File: config.mk
export PLATFORM = sky130hd
export DESIGN_NAME = gcva_ctrl
export DESIGN_NICKNAME = d
export VERILOG_FILES = /design/src/sv/gcva_pkg.sv /design/src/sv/gcva_ctrl.sv
export SDC_FILE = /design/constraint.sdc
export NUM_CORES = 1
export LEC_CHECK = 0
export BUFFER_PORTS_ARGS = -buffer_cell sky130_fd_sc_hd__buf_2
export CORE_ASPECT_RATIO = 2
export CORE_MARGIN = 5
export CORE_UTILIZATION = 55
export CTS_CLUSTER_DIAMETER = 200
export DETAILED_ROUTE_END_ITERATION = 7
export GPL_TIMING_DRIVEN = 0
export HOLD_SLACK_MARGIN = 0.1
export PLACE_DENSITY_LB_ADDON = 0.08
export SLEW_MARGIN = 40
export SYNTH_ARGS = -nofsm -noshare
export SYNTH_HDL_FRONTEND = slang
export SYNTH_SLANG_ARGS = --single-unit
File: constraint.sdc
create_clock -name aclk -period 2.74 [get_ports aclk]
set_input_delay 0 -clock aclk [delete_from_list [all_inputs] [get_ports aclk]]
set_output_delay 0 -clock aclk [all_outputs]
set_load 0.1 [all_outputs]
File: src/sv/gcva_pkg.sv
// Shared types and constants for the gravity-compensated vertical acceleration block.
// Holds the controller-to-datapath command and status structs. No dependencies.
package gcva_pkg;

    localparam int unsigned DecayW = 24;
    localparam logic [DecayW-1:0] DECAY_RESET = 24'd1977920;
    localparam logic signed [19:0] GRAV_RESET = 20'sd65536;
    localparam logic [31:0] EXP_NEG1_Q32 = 32'd1580030169;
    localparam logic [3:0] TAYLOR_LAST = 4'd13;
    localparam logic [3:0] EXP_INT_LIMIT = 4'd12;
    localparam logic [4:0] STEP_LAST = 5'd31;

    // Datapath micro-operations.
    typedef enum logic [4:0] {
        OP_NOP, OP_MUL, OP_W_QX2, OP_W_QY2, OP_W_QZ2, OP_RAD_Q, OP_SQ_STEP, OP_W_QW,
        OP_ACC_LD, OP_ACC_ADD, OP_W_CX, OP_W_CY, OP_CZ1, OP_CZ2, OP_W_CZ, OP_W_AWZ,
        OP_RAD_A, OP_W_TOT, OP_W_E, OP_DIV_LD, OP_DIV_FIX, OP_TERM_WR, OP_W_SE,
        OP_F_RND, OP_F_ZERO, OP_DIFF, OP_FIN
    } op_t;

    // Operand pairs for the shared multiplier.
    typedef enum logic [4:0] {
        MS_QXX, MS_QYY, MS_QZZ, MS_QXZ, MS_QWY, MS_QYZ, MS_QWX, MS_QWW,
        MS_CXAX, MS_CYAY, MS_CZAZ, MS_AXX, MS_AYY, MS_AZZ, MS_E, MS_TF, MS_SE, MS_DF,
        MS_REC
    } msel_t;

    typedef struct packed {
        op_t         op;
        msel_t       msel;
        logic [3:0]  k;
    } cmd_t;

    typedef struct packed {
        logic        sample_ok;
        logic        e_big;
        logic [3:0]  e_int;
        logic        out_free;
    } stat_t;

endpackage

File: src/sv/gcva_ctrl.sv
// Sequencing controller for the gravity-compensated vertical acceleration block.
// Depends on gcva_pkg for the command and status structs.
module gcva_ctrl (
    input  logic            aclk,
    input  logic            aresetn,
    input  logic            s_valid,
    output logic            s_ready,
    input  gcva_pkg::stat_t stat,
    output gcva_pkg::cmd_t  cmd
);
    import gcva_pkg::*;

    typedef enum logic [5:0] {
        ST_IDLE, ST_CHECK, ST_M_QXX, ST_W_QX2, ST_M_QYY, ST_W_QY2, ST_M_QZZ, ST_W_QZ2,
        ST_RAD_Q, ST_SQ_Q, ST_W_QW, ST_M_QXZ, ST_LD_CX, ST_M_QWY, ST_W_CX, ST_M_QYZ,
        ST_LD_CY, ST_M_QWX, ST_W_CY, ST_M_QWW, ST_CZ1, ST_CZ2, ST_W_CZ, ST_M_CXAX,
        ST_LD_AW, ST_M_CYAY, ST_ADD_AW, ST_M_CZAZ, ST_W_AWZ, ST_M_AXX, ST_LD_T, ST_M_AYY,
        ST_ADD_T, ST_M_AZZ, ST_RAD_A, ST_SQ_A, ST_W_TOT, ST_M_E, ST_W_E, ST_E_BR,
        ST_M_TF, ST_DIV_LD, ST_M_REC, ST_DIV, ST_TERM, ST_POW_LD, ST_POW_BR, ST_M_SE,
        ST_W_SE, ST_F_RND, ST_F_ZERO, ST_DIFF, ST_M_DF, ST_WAIT, ST_FIN
    } state_t;

    state_t     state_reg;
    logic       ready_reg;
    logic [4:0] cnt_reg;
    logic [3:0] k_reg;
    logic [3:0] pow_reg;

    assign s_ready = ready_reg;

    always_ff @(posedge aclk) begin
        if (!aresetn) begin
            state_reg <= ST_IDLE;
            ready_reg <= 1'b1;
            cnt_reg   <= '0;
            k_reg     <= '0;
            pow_reg   <= '0;
        end else begin
            unique case (state_reg)
                ST_IDLE: begin
                    if (s_valid && ready_reg) begin
                        ready_reg <= 1'b0;
                        state_reg <= ST_CHECK;
                    end
                end
                ST_CHECK: begin
                    if (stat.sample_ok) begin
                        state_reg <= ST_M_QXX;
                    end else begin
                        ready_reg <= 1'b1;
                        state_reg <= ST_IDLE;
                    end
                end
                ST_M_QXX:  state_reg <= ST_W_QX2;
                ST_W_QX2:  state_reg <= ST_M_QYY;
                ST_M_QYY:  state_reg <= ST_W_QY2;
                ST_W_QY2:  state_reg <= ST_M_QZZ;
                ST_M_QZZ:  state_reg <= ST_W_QZ2;
                ST_W_QZ2:  state_reg <= ST_RAD_Q;
                ST_RAD_Q:  state_reg <= ST_SQ_Q;
                ST_SQ_Q: begin
                    cnt_reg <= cnt_reg + 5'd1;
                    if (cnt_reg == STEP_LAST) begin
                        state_reg <= ST_W_QW;
                    end
                end
                ST_W_QW:   state_reg <= ST_M_QXZ;
                ST_M_QXZ:  state_reg <= ST_LD_CX;
                ST_LD_CX:  state_reg <= ST_M_QWY;
                ST_M_QWY:  state_reg <= ST_W_CX;
                ST_W_CX:   state_reg <= ST_M_QYZ;
                ST_M_QYZ:  state_reg <= ST_LD_CY;
                ST_LD_CY:  state_reg <= ST_M_QWX;
                ST_M_QWX:  state_reg <= ST_W_CY;
                ST_W_CY:   state_reg <= ST_M_QWW;
                ST_M_QWW:  state_reg <= ST_CZ1;
                ST_CZ1:    state_reg <= ST_CZ2;
                ST_CZ2:    state_reg <= ST_W_CZ;
                ST_W_CZ:   state_reg <= ST_M_CXAX;
                ST_M_CXAX: state_reg <= ST_LD_AW;
                ST_LD_AW:  state_reg <= ST_M_CYAY;
                ST_M_CYAY: state_reg <= ST_ADD_AW;
                ST_ADD_AW: state_reg <= ST_M_CZAZ;
                ST_M_CZAZ: state_reg <= ST_W_AWZ;
                ST_W_AWZ:  state_reg <= ST_M_AXX;
                ST_M_AXX:  state_reg <= ST_LD_T;
                ST_LD_T:   state_reg <= ST_M_AYY;
                ST_M_AYY:  state_reg <= ST_ADD_T;
                ST_ADD_T:  state_reg <= ST_M_AZZ;
                ST_M_AZZ:  state_reg <= ST_RAD_A;
                ST_RAD_A:  state_reg <= ST_SQ_A;
                ST_SQ_A: begin
                    cnt_reg <= cnt_reg + 5'd1;
                    if (cnt_reg == STEP_LAST) begin
                        state_reg <= ST_W_TOT;
                    end
                end
                ST_W_TOT:  state_reg <= ST_M_E;
                ST_M_E:    state_reg <= ST_W_E;
                ST_W_E:    state_reg <= ST_E_BR;
                ST_E_BR: begin
                    if (stat.e_big) begin
                        state_reg <= ST_F_ZERO;
                    end else begin
                        k_reg     <= 4'd2;
                        state_reg <= ST_M_TF;
                    end
                end
                ST_M_TF:   state_reg <= ST_DIV_LD;
                ST_DIV_LD: state_reg <= ST_M_REC;
                ST_M_REC:  state_reg <= ST_DIV;
                ST_DIV:    state_reg <= ST_TERM;
                ST_TERM: begin
                    if (k_reg == TAYLOR_LAST) begin
                        state_reg <= ST_POW_LD;
                    end else begin
                        k_reg     <= k_reg + 4'd1;
                        state_reg <= ST_M_TF;
                    end
                end
                ST_POW_LD: begin
                    pow_reg   <= stat.e_int;
                    state_reg <= ST_POW_BR;
                end
                ST_POW_BR: begin
                    if (pow_reg == 4'd0) begin
                        state_reg <= ST_F_RND;
                    end else begin
                        state_reg <= ST_M_SE;
                    end
                end
                ST_M_SE:   state_reg <= ST_W_SE;
                ST_W_SE: begin
                    pow_reg   <= pow_reg - 4'd1;
                    state_reg <= ST_POW_BR;
                end
                ST_F_RND:  state_reg <= ST_DIFF;
                ST_F_ZERO: state_reg <= ST_DIFF;
                ST_DIFF:   state_reg <= ST_M_DF;
                ST_M_DF:   state_reg <= ST_WAIT;
                ST_WAIT: begin
                    if (stat.out_free) begin
                        state_reg <= ST_FIN;
                    end
                end
                ST_FIN: begin
                    ready_reg <= 1'b1;
                    state_reg <= ST_IDLE;
                end
                default: begin
                    ready_reg <= 1'b1;
                    state_reg <= ST_IDLE;
                end
            endcase
        end
    end

    always_comb begin
        cmd.op   = OP_NOP;
        cmd.msel = MS_QXX;
        cmd.k    = k_reg;
        unique case (state_reg)
            ST_M_QXX:  begin cmd.op = OP_MUL; cmd.msel = MS_QXX; end
            ST_M_QYY:  begin cmd.op = OP_MUL; cmd.msel = MS_QYY; end
            ST_M_QZZ:  begin cmd.op = OP_MUL; cmd.msel = MS_QZZ; end
            ST_M_QXZ:  begin cmd.op = OP_MUL; cmd.msel = MS_QXZ; end
            ST_M_QWY:  begin cmd.op = OP_MUL; cmd.msel = MS_QWY; end
            ST_M_QYZ:  begin cmd.op = OP_MUL; cmd.msel = MS_QYZ; end
            ST_M_QWX:  begin cmd.op = OP_MUL; cmd.msel = MS_QWX; end
            ST_M_QWW:  begin cmd.op = OP_MUL; cmd.msel = MS_QWW; end
            ST_M_CXAX: begin cmd.op = OP_MUL; cmd.msel = MS_CXAX; end
            ST_M_CYAY: begin cmd.op = OP_MUL; cmd.msel = MS_CYAY; end
            ST_M_CZAZ: begin cmd.op = OP_MUL; cmd.msel = MS_CZAZ; end
            ST_M_AXX:  begin cmd.op = OP_MUL; cmd.msel = MS_AXX; end
            ST_M_AYY:  begin cmd.op = OP_MUL; cmd.msel = MS_AYY; end
            ST_M_AZZ:  begin cmd.op = OP_MUL; cmd.msel = MS_AZZ; end
            ST_M_E:    begin cmd.op = OP_MUL; cmd.msel = MS_E; end
            ST_M_TF:   begin cmd.op = OP_MUL; cmd.msel = MS_TF; end
            ST_M_REC:  begin cmd.op = OP_MUL; cmd.msel = MS_REC; end
            ST_M_SE:   begin cmd.op = OP_MUL; cmd.msel = MS_SE; end
            ST_M_DF:   begin cmd.op = OP_MUL; cmd.msel = MS_DF; end
            ST_W_QX2:  cmd.op = OP_W_QX2;
            ST_W_QY2:  cmd.op = OP_W_QY2;
            ST_W_QZ2:  cmd.op = OP_W_QZ2;
            ST_RAD_Q:  cmd.op = OP_RAD_Q;
            ST_SQ_Q:   cmd.op = OP_SQ_STEP;
            ST_SQ_A:   cmd.op = OP_SQ_STEP;
            ST_W_QW:   cmd.op = OP_W_QW;
            ST_LD_CX:  cmd.op = OP_ACC_LD;
            ST_LD_CY:  cmd.op = OP_ACC_LD;
            ST_LD_AW:  cmd.op = OP_ACC_LD;
            ST_LD_T:   cmd.op = OP_ACC_LD;
            ST_ADD_AW: cmd.op = OP_ACC_ADD;
            ST_ADD_T:  cmd.op = OP_ACC_ADD;
            ST_W_CX:   cmd.op = OP_W_CX;
            ST_W_CY:   cmd.op = OP_W_CY;
            ST_CZ1:    cmd.op = OP_CZ1;
            ST_CZ2:    cmd.op = OP_CZ2;
            ST_W_CZ:   cmd.op = OP_W_CZ;
            ST_W_AWZ:  cmd.op = OP_W_AWZ;
            ST_RAD_A:  cmd.op = OP_RAD_A;
            ST_W_TOT:  cmd.op = OP_W_TOT;
            ST_W_E:    cmd.op = OP_W_E;
            ST_DIV_LD: cmd.op = OP_DIV_LD;
            ST_DIV:    cmd.op = OP_DIV_FIX;
            ST_TERM:   cmd.op = OP_TERM_WR;
            ST_W_SE:   cmd.op = OP_W_SE;
            ST_F_RND:  cmd.op = OP_F_RND;
            ST_F_ZERO: cmd.op = OP_F_ZERO;
            ST_DIFF:   cmd.op = OP_DIFF;
            ST_FIN:    cmd.op = OP_FIN;
            default:   cmd.op = OP_NOP;
        endcase
    end

endmodule

## Word level (Yosys, flattened, before mapping)

Index checks and enable logic that the tools add are counted.
Widths: inputs -> output; s select.

- Add/subtract/negate cells: 3
- Reduce and logical (&&, ||, !) cells: 15
- Multiplexer cells: 18
- Bitwise gates (word level): 1
- Equal/unequal tests: 63

Operators with widths:

| cell | count |
|---|---|
| $pmux 6 s52 | 1 |
| $eq 6x6->1 const B | 23 |
| $pmux 5 s26 | 1 |
| $eq 6x5->1 const B | 16 |
| $pmux 5 s18 | 1 |
| $reduce_or 52->1 | 1 |
| $eq 6x4->1 const B | 8 |
| $eq 6x3->1 const B | 4 |
| $mux 6 | 4 |
| $reduce_or 19->1 | 1 |
| $pmux 4 s2 | 2 |
| $ne 2x2->1 const B | 7 |
| $eq 6x2->1 const B | 2 |
| $mux 5 | 2 |
| $mux 4 | 2 |
| $reduce_or 2->1 | 4 |
| $eq 6x1->1 const B | 1 |
| $logic_not 6->1 | 1 |
| $reduce_and 3->1 | 2 |
| $add 5x1->5 const B | 1 |
| $eq 5x5->1 const B | 1 |
| $add 4x1->4 const B | 1 |
| $eq 4x4->1 const B | 1 |
| $logic_not 4->1 | 1 |
| 10 further kinds | 12 |

- Register bits after elaboration: 20
- Logic and storage cells: 105
- Input port bits: 10
- Output and inout bits: 15

## Logic depth before layout (Yosys ltp)

Gate-level depths: netlist of the first run.

- Depth after elaboration: 4
- Depth in mapped cells: 9
- Mapped depth without buffers: 7

## Worst setup path after synthesis of the first run

OpenSTA, ideal clock, no wires.

- Kind: reg-to-output
- From: reg state_reg[3]
- To: out cmd[5] (netlist bit)
- Arrival: 3602 ps
- Path buffers: 4
- Stages on the path, launching flop included: 7
- Data required time: 2740 ps
- Setup slack: -862 ps
- Cell sequence: dfxtp_1 -> clkbuf_1 -> clkbuf_1 -> buf_2 -> clkbuf_1 -> a22oi_1 -> o21ai_0

RTL lines:

| what | RTL line | source |
|---|---|---|
| start: declaration | gcva_ctrl.sv:23 | `state_t state_reg;` |
| start signal: assignment | gcva_ctrl.sv:33 | `state_reg <= ST_IDLE;` |
| start signal: assignment | gcva_ctrl.sv:43 | `state_reg <= ST_CHECK;` |
| start signal: assignment | gcva_ctrl.sv:48 | `state_reg <= ST_M_QXX;` |
| end: declaration | gcva_ctrl.sv:9 | `output gcva_pkg::cmd_t cmd` |

==> results of run 1 <==
-- worst max path at each step --
stage,to,startpoint,depth (start not counted)
6_report,cmd[9],state_reg[3],8
5_1_grt,cmd[9],state_reg[3],8
4_1_cts,cmd[5],state_reg[1],8
3_5_place_dp,cmd[4],state_reg[2],9
3_3_place_gp,cmd[11],state_reg[0],10
2_1_floorplan,cmd[5],state_reg[3],6
-- power groups by stage --
stage                     clock [mW]  sequential, mW  combinational (mW)
after floorplan                    0           0.359               0.609
after global placement             0           0.333               0.845
after detailed placement           0           0.334               0.841
after CTS                      0.193           0.327               0.847
after global routing           0.207           0.330               0.915
final                          0.187           0.328               0.880
-- critical path, cell delays in order (launching register included) --
cell,delay [ns]
dfxtp_1,0.39
clkbuf_1,0.37
clkbuf_2,0.32
buf_2,0.30
o21ai_0,0.13
a31oi_1,0.24
a211o_1,0.14
a21o_1,0.08
buf_2,0.41
-- cell families after synthesis --
family | share of synthesized area (%)
buf+inv | 8.143
flops | 18.75
mux | 2.871
fa+ha+maj | 2.929
xor+xnor | 2.051
simple gates | 31.34
compound gates | 33.92
-- final cells by class --
cell class	instances	share of cell area, %
multi-input cells	254	65.13
flip-flops and latches	20	16.44
well taps	51	2.619
clock buffers	3	1.695
inverters	11	1.849
plain buffers	26	5.290
repair buffers	28	6.985
-- what timing repair did --
| action | 4_1_cts | 5_1_grt |
|---|---|---|
| setup endpoints to repair | 9 | 9 |
| gates resized for setup | 7 | 10 |
| hold endpoints to repair | 5 | 0 |
| hold buffers | 4 | 0 |
-- synth_stat cells (9+ instances only) --
library cell	count	area [µm²]
o21ai_0	18	90.09
dfxtp_1	20	400.4
o22ai_1	9	56.30
nor3_1	12	60.06
a21oi_1	35	175.2
nand3_1	12	60.06
nor2b_1	9	56.30
nor2_1	27	101.4
nand2_1	19	71.32
clkbuf_1	14	52.55
buf_2	10	50.05
inv_1	9	33.78
nand2b_1	13	81.33
-- metrics by stage --
step                utilization (%)  cells  setup slack (ns)
floorplan                         -    315           -0.1525
global placement              61.64    390           0.09709
detailed placement            61.64    390           0.08880
CTS                           63.88    395           0.02415
global route                  64.05    393           0.02233
finish                        64.05    393           0.09977
-- per-layer routing --
| layer | GRT usage [%] | part of all wire, % | vias up | wire length, µm |
|---|---|---|---|---|
| met2 | 53.93 | 49 | 197 | 3990 |
| met1 | 32.42 | 33 | 1237 | 2705 |
| met3 | 6.260 | 8.2 | 67 | 666 |
| li1 | - | - | 1227 | - |
| met4 | 27.26 | 9.5 | 0 | 774 |
| met5 | 0 | 0 | - | 0 |
-- layout by cell type (no fill, tap or decap), types with 6 or more instances in the layout --
| master | instances |
|---|---|
| a211oi_1 | 7 |
| a21oi_1 | 33 |
| a31oi_1 | 6 |
| buf_2 | 32 |
| clkbuf_2 | 7 |
| dfxtp_1 | 20 |
| inv_1 | 9 |
| nand2_1 | 19 |
| nand2b_1 | 13 |
| nand3_1 | 12 |
| nor2_1 | 25 |
| nor2b_1 | 9 |
| nor3_1 | 12 |
| nor4_1 | 7 |
| o21ai_0 | 17 |
| o22ai_1 | 7 |
==> flow_summary.yaml, run 1 <==
die:
  initial_core_util_pct: 56.15
  fp.dieW_um: 54.07
  core_area_um2: 3804
  fp.dieH_um: 98.13
  die_area_um2: 5305
  io_pins: 25
  num_rows: 32
clock_tree:
  clock_path_buffers: 2
  numCtsBuffers: 3
  root_buffer: "clkbuf_8"
  cts_num_sinks: 20
  cts_max_level: 1
  clk_pin_slew_ns: 0.07
  insertion_delay_ns: 0.25
  tritoncts: "yes"
  cts_setup_buffers: 0
drt:
  viasPerCell: 6.941
  vias: 2728
  drc_errors: 0
  wl_per_cell_um: 20.70
  drt_iter0_markers: 164
  ant_nets: 0
  first_pass_iters: 8
  drt_wl_total_um: 8136
worst_hold_path:
  hold_class: "in2reg"
  min_from: "stat[2]"
  holdPathEnd: "pow_reg[1]"
  hold_depth: 3
synth:
  ys_async_sr_fraction_pct: 0
  synthFlopType: "dfxtp_1"
  synth_edf_count: 0
  ys_ff_latch: 20
  syn-cell-area_um2: 2136
  yosysWarnings: 0
  syn_nets: 330
  yosysUniqueCellTypes: 60
  ys_seq_area_share_pct: 18.75
  synth.avg_cell_area_um2: 6.780
  synthCells: 315
power:
  total_leakage_power_nw: 0.9311
  power_frac_clock_pct: 13.4
  switching_share_pct: 51.79
  power_switching_mw: 0.7222
  peakVddDrop_mv: 0.5967
  internal_power_mw: 0.6722
  comb_power_share_pct: 63.1
  power_frac_seq_pct: 23.5
  p_per_area_nw_per_um2: 572.4
  p_total_mw: 1.394
timing:
  hold_violations: 0
  max_freq_mhz: 378.8
  fin_tns_setup_ns: 0
  finalSetupViolations: 0
  whs_ns: 0.1230
  finalCritPeriodShare_pct: 96.36
  slew_violations: 0
  relSlewSlack_pct: 49.94
  period_minus_slack_ns: 2.640
  finalClockSkew_ns: 0.001954
  worstMarginPinSlew_ns: 0.7440
  grt_setup_unrepaired: "no"
critical_path:
  critPathLaunchType: "flip-flop"
  r2r_slack_ns: 0.18
  reg2reg_to: "k_reg[3]"
  setup.worst_path.class: "reg2out"
  cp_data_arrival_time_ns: 2.64
  r2r_cells: 7
  required_ns: 2.74
  r2r-start: "state_reg[1]"
  cp-end-kind: "output pin"
  cp_max_fo: 10
outcome:
  status: "finished, final reports clean"
cells_and_area:
  finalInstanceArea_um2: 2436
  multi_input_area_um2: 1587
  largest_register_ffs: 6
  n_antenna_cell: 0
  drive_above_1_share_pct: 16.37
  nNetsFinal: 359
  final-seq-area_um2: 400.4
  fillers: 383
  area_growth_pct: 14.06
global_route:
  grt_start_max_net_pins: 20
  grt_pass1_wl_um: 12970
  antenna_found_initial: 0
  grt_pass1_vias: 2681
  gr-usage-all-layers_pct: 32.50
  overflow: 0
run:
  drv_cap: 0
place:
  dp_hpwl_um: 6364
  place_area_um2: 2345
  port-buffer-count: 24
  gp_congestion: 1.007
Power figures use the tool's default switching activity.
==> run 2, diff against run 1 <==
==> constraint.sdc (replaced) <==
create_clock -name aclk -period 3.2 [get_ports aclk]
set_input_delay 0 -clock aclk [delete_from_list [all_inputs] [get_ports aclk]]
set_output_delay 0 -clock aclk [all_outputs]
set_load 0.1 [all_outputs]
==> run 2 against run 1 <==
Combinational power shrank 15%. Utilization shrank 0.53 points. Global-route usage up 0.66 points. First-iteration DRC count up 15%. Critical path depth is 1 higher. Count of clock-buffer cells in the layout grew 1. Clock power up 4%. Non-clock buffer count is 4 higher. Die area is the same.
==> flow_summary.yaml, run 2 (synthesis gave the netlist of run 1 again) <==
outcome:
  status: "finished, final reports clean"
drt:
  first_pass_iters: 5
  ant_nets: 0
  vias: 2724
  wl_per_cell_um: 20.96
  drt_wl_total_um: 8343
  viasPerCell: 6.844
  drt_iter0_markers: 188
  drc_errors: 0
critical_path:
  critPathLaunchType: "flip-flop"
  r2r_slack_ns: 0.50
  cp_max_fo: 10
  cpMostUsedCell: "clkbuf_1"
  r2r-start: "state_reg[3]"
  cp_data_arrival_time_ns: 2.96
  slowest_stage: "clkbuf_1"
  cp-end-kind: "output pin"
  setup.worst_path.class: "reg2out"
  crit_end: "cmd[12]"
  crit_start: "state_reg[4]"
  cp_cell_sequence: "buf_2 -> clkbuf_1 -> clkbuf_1 -> clkbuf_1 -> nand2_1 -> o21ai_0 -> a22oi_1 -> o22ai_1 -> buf_2"
  required_ns: 3.20
  reg2reg_to: "state_reg[2]"
  critPathMaxStageDelay_ns: 0.48
  crit_family: "buffers and inverters"
  r2r_cells: 6
  worst-path-buf-inv: 5
  crit_cells: 9
cells_and_area:
  finalInstanceArea_um2: 2416
  area_growth_pct: 13.12
  drive_above_1_share_pct: 12.10
  layout_commonest_cell: "a21oi_1"
  final_cell_mix: "a21oi_1, buf_2, nor2_1"
  n_antenna_cell: 0
  nNetsFinal: 363
  largest_register_ffs: 6
place:
  port-buffer-count: 24
  gp_congestion: 1.008
  dp_hpwl_um: 6306
  place_area_um2: 2320
clock_tree:
  insertion_delay_ns: 0.26
  clock_path_buffers: 2
  tritoncts: "yes"
  clk_pin_slew_ns: 0.07
  root_buffer: "clkbuf_8"
  cts_max_level: 1
  numCtsBuffers: 3
  cts_num_sinks: 20
die:
  die_area_um2: 5305
  fp.dieW_um: 54.07
  io_pins: 25
  num_rows: 32
  initial_core_util_pct: 56.15
  core_area_um2: 3804
  fp.dieH_um: 98.13
timing:
  finalSetupViolations: 0
  finalClockSkew_ns: 0.002784
  hold_violations: 0
  finalCritPeriodShare_pct: 92.47
  worstMarginPinSlew_ns: 0.8204
  period_minus_slack_ns: 2.959
  grt_setup_unrepaired: "no"
  max_freq_mhz: 337.9
  relSlewSlack_pct: 44.59
  fin_tns_setup_ns: 0
  slew_violations: 0
global_route:
  antenna_found_initial: 0
  grt_pass1_vias: 2609
  grt_pass1_wl_um: 13200
  overflow: 0
  grt_start_max_net_pins: 12
  gr-usage-all-layers_pct: 33.16
power:
  peakVddDrop_mv: 0.4305
  total_leakage_power_nw: 0.9114
  p_per_area_nw_per_um2: 505.1
run:
  drv_cap: 0
worst_hold_path:
  hold_class: "in2reg"
run 2: power by group:
part | internal [mW] | total (mW) | switching, mW
registers | 0.265 | 0.280 | 0.0154
logic | 0.224 | 0.747 | 0.522
clock network | 0.110 | 0.194 | 0.0840
run 2: metrics by stage:
stage          util, %  instances  hold WS (ns)  total power [mW]  worst slack [ns]
6_report         63.52        398        0.1484             1.220            0.2408
4_1_cts          63.49        398        0.1462             1.192            0.2895
5_1_grt          63.52        398        0.1793             1.282           0.07676
2_1_floorplan        -        315        0.1384            0.8219            0.1564
3_5_place_dp     60.99        390        0.2513            0.9943            0.5859
3_3_place_gp     60.99        390        0.2491            0.9973            0.5658
run 2: worst min path at each step:
stage	start	endpoint	slack, ns	depth (start not counted)
floorplan	aresetn	state_reg[1]	0.14	2
global route	stat[5]	state_reg[4]	0.18	3
global placement	stat[1]	pow_reg[0]	0.25	3
detailed placement	stat[1]	pow_reg[0]	0.25	3
CTS	stat[5]	state_reg[4]	0.15	3
finish	stat[2]	pow_reg[1]	0.15	3
run 2: repair_timing:
action	in CTS	in global routing
hold buffers	4	0
buffers inserted	0	0
endpoints found under the hold margin	5	0
gates resized for setup	0	1
endpoints found under the setup margin	0	1
run 2: tightest hold or removal path: cells and delay by family:
kind / cells / cell delay, ns
AO/OA/AOI/OAI: 2 / 0.27
buffers and inverters: 1 / 0.08
run 2: per-layer routing:
layer  up-vias  track usage (%)  part of all wire (%)
met2       189            53.55                    49
met5         -                0                     0
met4         0            24.76                   9.0
met1      1234            36.41                    36
li1       1240                -                     -
met3        61            5.802                   6.2
run 2: final cells by class:
cell class / count / area (µm²)
Multi-Input combinational cell: 254 / 1562
Fill cell: 378 / 1388
Sequential cell: 20 / 400.4
Timing Repair Buffer: 28 / 160.2
Buffer: 30 / 133.9
Tap cell: 51 / 63.81
Clock buffer: 4 / 55.05
Inverter: 11 / 41.29
==> run 3, diff against run 2 <==
==> constraint.sdc (replaced) <==
create_clock -name aclk -period 3.2 [get_ports aclk]
set_input_delay 0.16 -clock aclk [delete_from_list [all_inputs] [get_ports aclk]]
set_output_delay 0.16 -clock aclk [all_outputs]
set_load 0.1 [all_outputs]
==> run 3 against run 2 <==
Count of clock-buffer cells in the layout is the same. First-iteration DRC count grew 40%. Sequential share of layout area grew 0.22 points. Final cell count shrank 1.3%. Highest routed layer unchanged.
==> flow_summary.yaml, run 3 (synthesis gave the netlist of run 1 again) <==
global_route:
  antenna_found_initial: 0
  grt_pass1_wl_um: 14070
  grt_pass1_vias: 2724
  grt_start_max_net_pins: 12
  overflow: 0
  gr-usage-all-layers_pct: 36.14
die:
  core_area_um2: 3804
  fp.dieH_um: 98.13
  fp.dieW_um: 54.07
  io_pins: 25
  die_area_um2: 5305
  initial_core_util_pct: 56.15
  num_rows: 32
power:
  internal_power_mw: 0.5963
  power_switching_mw: 0.6183
  peakVddDrop_mv: 0.3971
  p_per_area_nw_per_um2: 509.3
  total_leakage_power_nw: 0.8993
  power_frac_seq_pct: 23.1
  comb_power_share_pct: 61.0
  p_total_mw: 1.215
  switching_share_pct: 50.91
  power_frac_clock_pct: 15.9
timing:
  grt_setup_unrepaired: "no"
  worstMarginPinSlew_ns: 0.8038
  hold_violations: 0
  slew_violations: 0
  finalSetupViolations: 0
  finalCritPeriodShare_pct: 96.85
  fin_tns_setup_ns: 0
  max_freq_mhz: 322.7
  period_minus_slack_ns: 3.099
  finalClockSkew_ns: 0.002589
  relSlewSlack_pct: 45.72
cells_and_area:
  final_cell_mix: "a21oi_1, buf_2, nor2_1"
  nNetsFinal: 358
  fillers: 379
  n_antenna_cell: 0
  layout_commonest_cell: "a21oi_1"
  finalInstanceArea_um2: 2385
  area_growth_pct: 11.66
  drive_above_1_share_pct: 13.45
  largest_register_ffs: 6
run:
  drv_cap: 0
place:
  place_area_um2: 2323
  gp_congestion: 0.9870
  dp_hpwl_um: 6389
  port-buffer-count: 24
worst_hold_path:
  hold_class: "in2reg"
  min_from: "stat[1]"
critical_path:
  crit_start: "state_reg[0]"
  required_ns: 3.04
  r2r-start: "state_reg[0]"
  cp-end-kind: "output pin"
  setup.worst_path.class: "reg2out"
  cp_max_fo: 10
  cp_data_arrival_time_ns: 2.94
  critPathLaunchType: "flip-flop"
drt:
  vias: 2744
  drt_iter0_markers: 264
  drc_errors: 0
  ant_nets: 0
  first_pass_iters: 5
  drt_wl_total_um: 8556
  wl_per_cell_um: 21.77
  viasPerCell: 6.982
clock_tree:
  cts_max_level: 1
  tritoncts: "yes"
  cts_setup_buffers: 0
  clk_pin_slew_ns: 0.07
  postCtsHoldBufs: 0
  root_buffer: "clkbuf_8"
  cts_num_sinks: 20
  insertion_delay_ns: 0.26
  post_cts_resized: 0
  numCtsBuffers: 3
  clock_path_buffers: 2
outcome:
  status: "finished, final reports clean"
-- run 3: changes by cell type in the layout (fill, tap and decap cells not counted), sizes merged --
| cell | delta |
|---|---|
| clkinv | -1 |
| clkbuf | +1 |
| clkinvlp | +1 |
| buf | -2 |
| dlygate4sd3 | -4 |
-- run 3: critical path: stages (launching register included) --
cell and delay, ns:
dfxtp_1 0.31, buf_2 0.18, buf_2 0.24, clkbuf_1 0.42, buf_2 0.34, buf_1 0.40
nand3_1 0.12, nand3_1 0.12, a21oi_1 0.08, a21oi_2 0.12, clkbuf_4 0.34
-- run 3: area by class of cell --
cell class	count	area [µm²]	area share, %
Clock buffer	4	55.05	2.308
Inverter	11	45.04	1.889
Tap cell	51	63.81	2.676
Timing Repair Buffer	24	122.6	5.142
Buffer	29	132.6	5.561
Sequential cell	20	400.4	16.79
Multi-Input combinational cell	254	1565	65.63
-- run 3: metrics by stage --
stage	setup WS, ns	hold WS (ns)	util, %	instances
2_1_floorplan	0.1015	0.2984	-	315
3_3_place_gp	0.4162	0.4023	61.09	390
3_5_place_dp	0.4449	0.4132	61.09	390
4_1_cts	0.1430	0.1391	62.53	394
5_1_grt	0.01906	0.1761	62.70	393
6_report	0.1008	0.1479	62.70	393
-- run 3: per-layer routing --
| layer | up-vias | wire length, µm | global-route usage, % |
|---|---|---|---|
| li1 | 1224 | - | - |
| met1 | 1213 | 2901 | 39.85 |
| met2 | 233 | 4154 | 56.64 |
| met3 | 74 | 777 | 9.618 |
| met4 | 0 | 723 | 26.10 |
| met5 | - | 0 | 0 |
-- run 3: power by group through the flow --
| stage | Combinational, mW | Sequential, mW | Clock, mW |
|---|---|---|---|
| global placement | 0.704 | 0.284 | 0 |
| detailed placement | 0.704 | 0.284 | 0 |
| finish | 0.741 | 0.280 | 0.193 |
| floorplan | 0.515 | 0.308 | 0 |
| CTS | 0.709 | 0.278 | 0.200 |
| global route | 0.796 | 0.280 | 0.211 |
-- run 3: path summary, 6_finish.rpt --
kind / slack [ns] / end / cells after the start
max: 0.10 / cmd[11] / 10
max reg2reg: 0.64 / state_reg[1] / 8
min reg2reg: 0.52 / k_reg[3] / 2
min: 0.15 / pow_reg[0] / 3
